<file path="config.mk">
export PLATFORM = sky130hd
export DESIGN_NAME = lcc_degamma
export DESIGN_NICKNAME = d
export VERILOG_FILES = /design/src/rtl/lcc_pkg.sv /design/src/rtl/lcc_degamma.sv
export SDC_FILE = /design/constraint.sdc
export NUM_CORES = 1
export LEC_CHECK = 0
export ABC_AREA = 0
export BUFFER_PORTS_ARGS = -buffer_cell sky130_fd_sc_hd__buf_2
export CAP_MARGIN = 20
export CORE_MARGIN = 2
export CORE_UTILIZATION = 57
export CTS_BUF_LIST = sky130_fd_sc_hd__clkbuf_16
export DETAILED_ROUTE_END_ITERATION = 16
export PLACE_DENSITY_LB_ADDON = 0.1
export SYNTH_ARGS = -nofsm -noshare
export SYNTH_HDL_FRONTEND = slang
export SYNTH_SLANG_ARGS = --single-unit
</file>
<file path="constraint.sdc">
create_clock -name i_clk -period 2.13 [get_ports i_clk]
set_input_delay 0.426 -clock i_clk [delete_from_list [all_inputs] [get_ports i_clk]]
set_output_delay 0.426 -clock i_clk [all_outputs]
set_load 0.02 [all_outputs]
</file>
<file path="src/rtl/lcc_pkg.sv">
`timescale 1ns / 1ps

package lcc_pkg;

    // field widths fixed by the pixel and table streams
    localparam int CMD_W       = 2;
    localparam int CHAN_W      = 8;
    localparam int CHAN5_W     = 5;
    localparam int TINDEX_W    = 11;
    localparam int TVALUE_W    = 16;
    localparam int LIN_W       = 16;
    localparam int MIX_W       = 16;
    localparam int ROW_W       = 54;
    localparam int CFG_IDX_W   = 2;
    localparam int DG_DEPTH    = 32;
    localparam int DG_IDX_W    = 5;
    localparam int NUM_CHAN    = 3;

    localparam logic [LIN_W-1:0] DEGAMMA_ONE = 16'd32768;

    typedef logic [CMD_W-1:0] t_cmd;

    localparam t_cmd CMD_PIXEL   = 2'd0;
    localparam t_cmd CMD_DEGAMMA = 2'd1;
    localparam t_cmd CMD_ENCODE  = 2'd2;

    typedef logic [CFG_IDX_W-1:0] t_cfg_idx;

    localparam t_cfg_idx REG_PASSTHROUGH = 2'd0;
    localparam t_cfg_idx REG_ROW_RED     = 2'd1;
    localparam t_cfg_idx REG_ROW_GREEN   = 2'd2;
    localparam t_cfg_idx REG_ROW_BLUE    = 2'd3;

    // one write into the degamma table copies
    typedef struct packed {
        logic                en;
        logic [DG_IDX_W-1:0] index;
        logic [LIN_W-1:0]    value;
    } t_dg_wr;

    // 5-bit panel value widened to a byte by bit replication
    function automatic logic [CHAN_W-1:0] widen5(input logic [CHAN5_W-1:0] c5);
        widen5 = {c5, c5[CHAN5_W-1:CHAN5_W-3]};
    endfunction

endpackage

</file>
<file path="src/rtl/lcc_degamma.sv">
`timescale 1ns / 1ps

module lcc_degamma (
    input  logic                                              i_clk,
    input  lcc_pkg::t_dg_wr                                   i_wr,
    input  logic                                              i_rd_en,
    input  logic [lcc_pkg::NUM_CHAN-1:0][lcc_pkg::DG_IDX_W-1:0] i_rd_addr,
    output logic [lcc_pkg::NUM_CHAN-1:0][lcc_pkg::LIN_W-1:0]    o_lin
);
    import lcc_pkg::*;

    // one copy per channel so each copy has a single read port
    for (genvar c = 0; c < NUM_CHAN; c++) begin : g_copy
        logic [LIN_W-1:0] mem [DG_DEPTH];

        always_ff @(posedge i_clk) begin
            if (i_wr.en) begin
                mem[i_wr.index] <= i_wr.value;
            end
        end

        always_ff @(posedge i_clk) begin
            if (i_rd_en) begin
                o_lin[c] <= mem[i_rd_addr[c]];
            end
        end
    end

endmodule

</file>
==> summary.md <==
| Metric | Value |
|---|---|
| Status | `complete, no violations` |
| Detailed Route WL | `105 mm` |
| Critical Path Sink Type | `flop` |
| CP peak stage delay | `0.38 ns` |
| Drt wl/cell | `31.8 µm` |
| CP most frequent cell | `buf_4` |
| Final slew viol count | `0` |
| Met3 Wirelength | `11.3 mm` |
| PD cells | `706 nW/µm²` |
| Avg Cell Area, Syn | `13.3 µm²` |
| Layout Skew | `0.0162 ns` |
| Full die area | `56000 µm²` |
| Post-Syn Instances | `2314` |
| H-tree Lvls | `2` |
| YS warnings | `0` |
| Tmin final | `1.84 ns` |
| Hold WC Path Type | `input pin to flop` |
| Row count | `85` |
| Worst-margin pin slew | `0.698 ns` |
| Vias per cell | `7.00` |
| Initial Util | `57.5%` |
| Worst reg-to-reg setup slack | `0.34 ns` |
| Clock Latency Late Sink | `0.64 ns` |
| Worst EP arrival | `2.18 ns` |
| #FFs+latches synth | `560` |
| Synth Net Count | `2353` |
| Worst Path Required | `2.46 ns` |
| CP Cell Sequence | `buf_2 -> nor2b_4 -> buf_12 -> buf_4 -> buf_4 -> a22oi_1 -> a31oi_1 -> nand3_1` |
| Worst IR Drop VDD | `0.710 mV` |
| TritonRoute pass-1 iters | `6` |
| Fillcell total | `3829` |
| Max Fclk | `542 MHz` |
| Worst path slowest cell | `a31oi_1` |
| Final ANT Viol Nets | `0` |
| Vias in the first global route | `23200` |
| CP max FO | `16` |
| Ports | `87` |
| Sequential area share after synthesis | `54.5%` |
| Final Cycle Share | `86.6%` |
| Syn Std Cell Area | `30900 µm²` |
| # setup viols final | `0` |
| Placeable Area | `53700 µm²` |
| Tot Pwr | `25400 µW` |
| Top sig layer | `met5` |
| Global placement routability congestion | `0.931` |
| Initial antenna violation count | `6` |
| WS Path Type | `input pin to flop` |
| Relative slew slack | `53.5%` |
| CTS resizes | `0` |
| CTS sink cnt | `560` |
| Max Cap Violations | `0` |
| Hpwl dp | `69.0 mm` |
| Setup Buffers After CTS | `0` |
| First-pass GRT wire length | `153 mm` |
| Global route overflow | `0` |
| Die height | `237 µm` |
| Met2 WL | `46.8 mm` |
| Vias | `23100` |
| Fin nets | `2589` |
| Total CTS buffers | `58` |
| CTS tree | `yes` |
| # hold bufs at CTS | `0` |
| Post-layout util | `67.0%` |
| Die Span X | `237 µm` |
| Area Growth Syn to Fin | `16.6%` |
| Clock root cell | `clkbuf_16` |
| Buffers on Ports | `86` |
| DRC Markers | `0` |
| Final Hold Fails | `0` |
| RSZ-0062 raised after global routing | `false` |
| Share of layout cells above drive strength 1 | `19.0%` |
| Wl on met1 | `40.2 mm` |
| GRT Resource Usage Total | `37.4%` |
| CTS Buffer Depth | `3` |
| Largest net degree at the start of global routing | `49` |
| Startpoint types | `input pin` |
| Leak | `0.0142 µW` |
| Clock slew at reported path FFs | `0.06 ns` |
| Netlist cell types | `27` |
| DRT iter0 DRCs | `2759` |
registers in the layout (all words and copies together), names as in the netlist:
name,flops
g_copy.mem,512
o_lin,48
cell families (layout without fill, tap and decap cells):
group / count (synthesis) / after routing / share of synthesized area, %
buf+inv: 199 / 481 / 5.10
mux: 768 / 768 / 24.9
flops: 560 / 560 / 54.5
simple gates: 355 / 355 / 5.62
other cells: 0 / 3 / 0
compound gates: 432 / 432 / 9.92
layout make-up:
type	instances	area (µm²)	share of cell area, %
diodes	3	7.51	0.0208
clock buffers	59	1480	4.10
clock inverters	47	249	0.692
multi-input cells	1555	12600	35.0
flip-flops and latches	560	16800	46.7
well taps	696	871	2.42
repair buffers	375	3970	11.0
final timing paths:
kind                                       start                              end  cells past startpoint
hold reg to reg    g_copy[2].mem[9][5]$_DFFE_PP_              o_lin[21]$_DFFE_PP_                      4
setup reg to reg  g_copy[2].mem[6][13]$_DFFE_PP_              o_lin[29]$_DFFE_PP_                      6
setup / recovery                    i_rd_addr[0]               o_lin[7]$_DFFE_PP_                      8
hold / removal                          i_wr[12]  g_copy[1].mem[29][12]$_DFFE_PP_                      1
synthesized netlist by cell type:
cell type	count	area (µm²)
a22oi_1	192	1440
buf_2	57	285
buf_12	15	300
a21oi_1	96	480
nor2_4	3	33.8
a22o_1	96	841
nand2_1	98	368
or2_1	3	18.8
nand3b_1	5	37.5
buf_6	16	180
clkbuf_1	35	131
buf_8	16	240
nand4_1	48	300
nor2b_1	6	37.5
and2_1	3	18.8
nand2b_1	6	37.5
nor2_1	34	128
edfxtp_1	560	16800
buf_4	56	420
nand3_1	98	490
mux2i_1	768	7690
nor3_1	48	240
or3b_2	2	17.5
buf_1	3	11.3
clkbuf_2	1	5.00
a31oi_1	48	300
or3_1	1	6.26
through the flow:
step           hold slack (ns)  std cells  cell area (µm²)  worst slack (ns)  TNS [ns]
2_1_floorplan            0.525       2314            30900           -0.0365     -4.45
3_3_place_gp             0.719       3186            34300            -0.270     -1.67
3_5_place_dp             0.733       3186            34300            -0.314     -2.07
5_1_grt                  0.310       3292            36000             0.299         0
4_1_cts                  0.290       3292            36000             0.297         0
6_report                 0.305       3295            36000             0.286         0
critical path: cells and delay by family:
| family | cells | cell delay, ns |
|---|---|---|
| buffers and inverters | 4 | 0.79 |
| AO/OA/AOI/OAI | 2 | 0.49 |
| AND/OR/NAND/NOR | 2 | 0.45 |
layout by cell type (no fill, tap or decap), types with 59 or more instances in the layout:
| master | instances |
|---|---|
| clkbuf_16 | 59 |
| a22o_1 | 96 |
| buf_4 | 182 |
| nand2_1 | 98 |
| a21oi_1 | 96 |
| edfxtp_1 | 560 |
| nand3_1 | 98 |
| buf_12 | 107 |
| a22oi_1 | 192 |
| buf_2 | 83 |
| mux2i_1 | 768 |
routing by layer:
metal	track usage, %	vias up
met4	21.4	6
met5	0	-
met2	56.8	1551
met3	7.94	369
met1	50.0	11400
li1	-	9705
where the power goes:
part	internal [µW]	switching [µW]	leakage (µW)
Sequential	12400	141	0.00509
Clock	5100	4230	0.000906
Combinational	1430	2130	0.00825
Power figures use the tool's default switching activity.
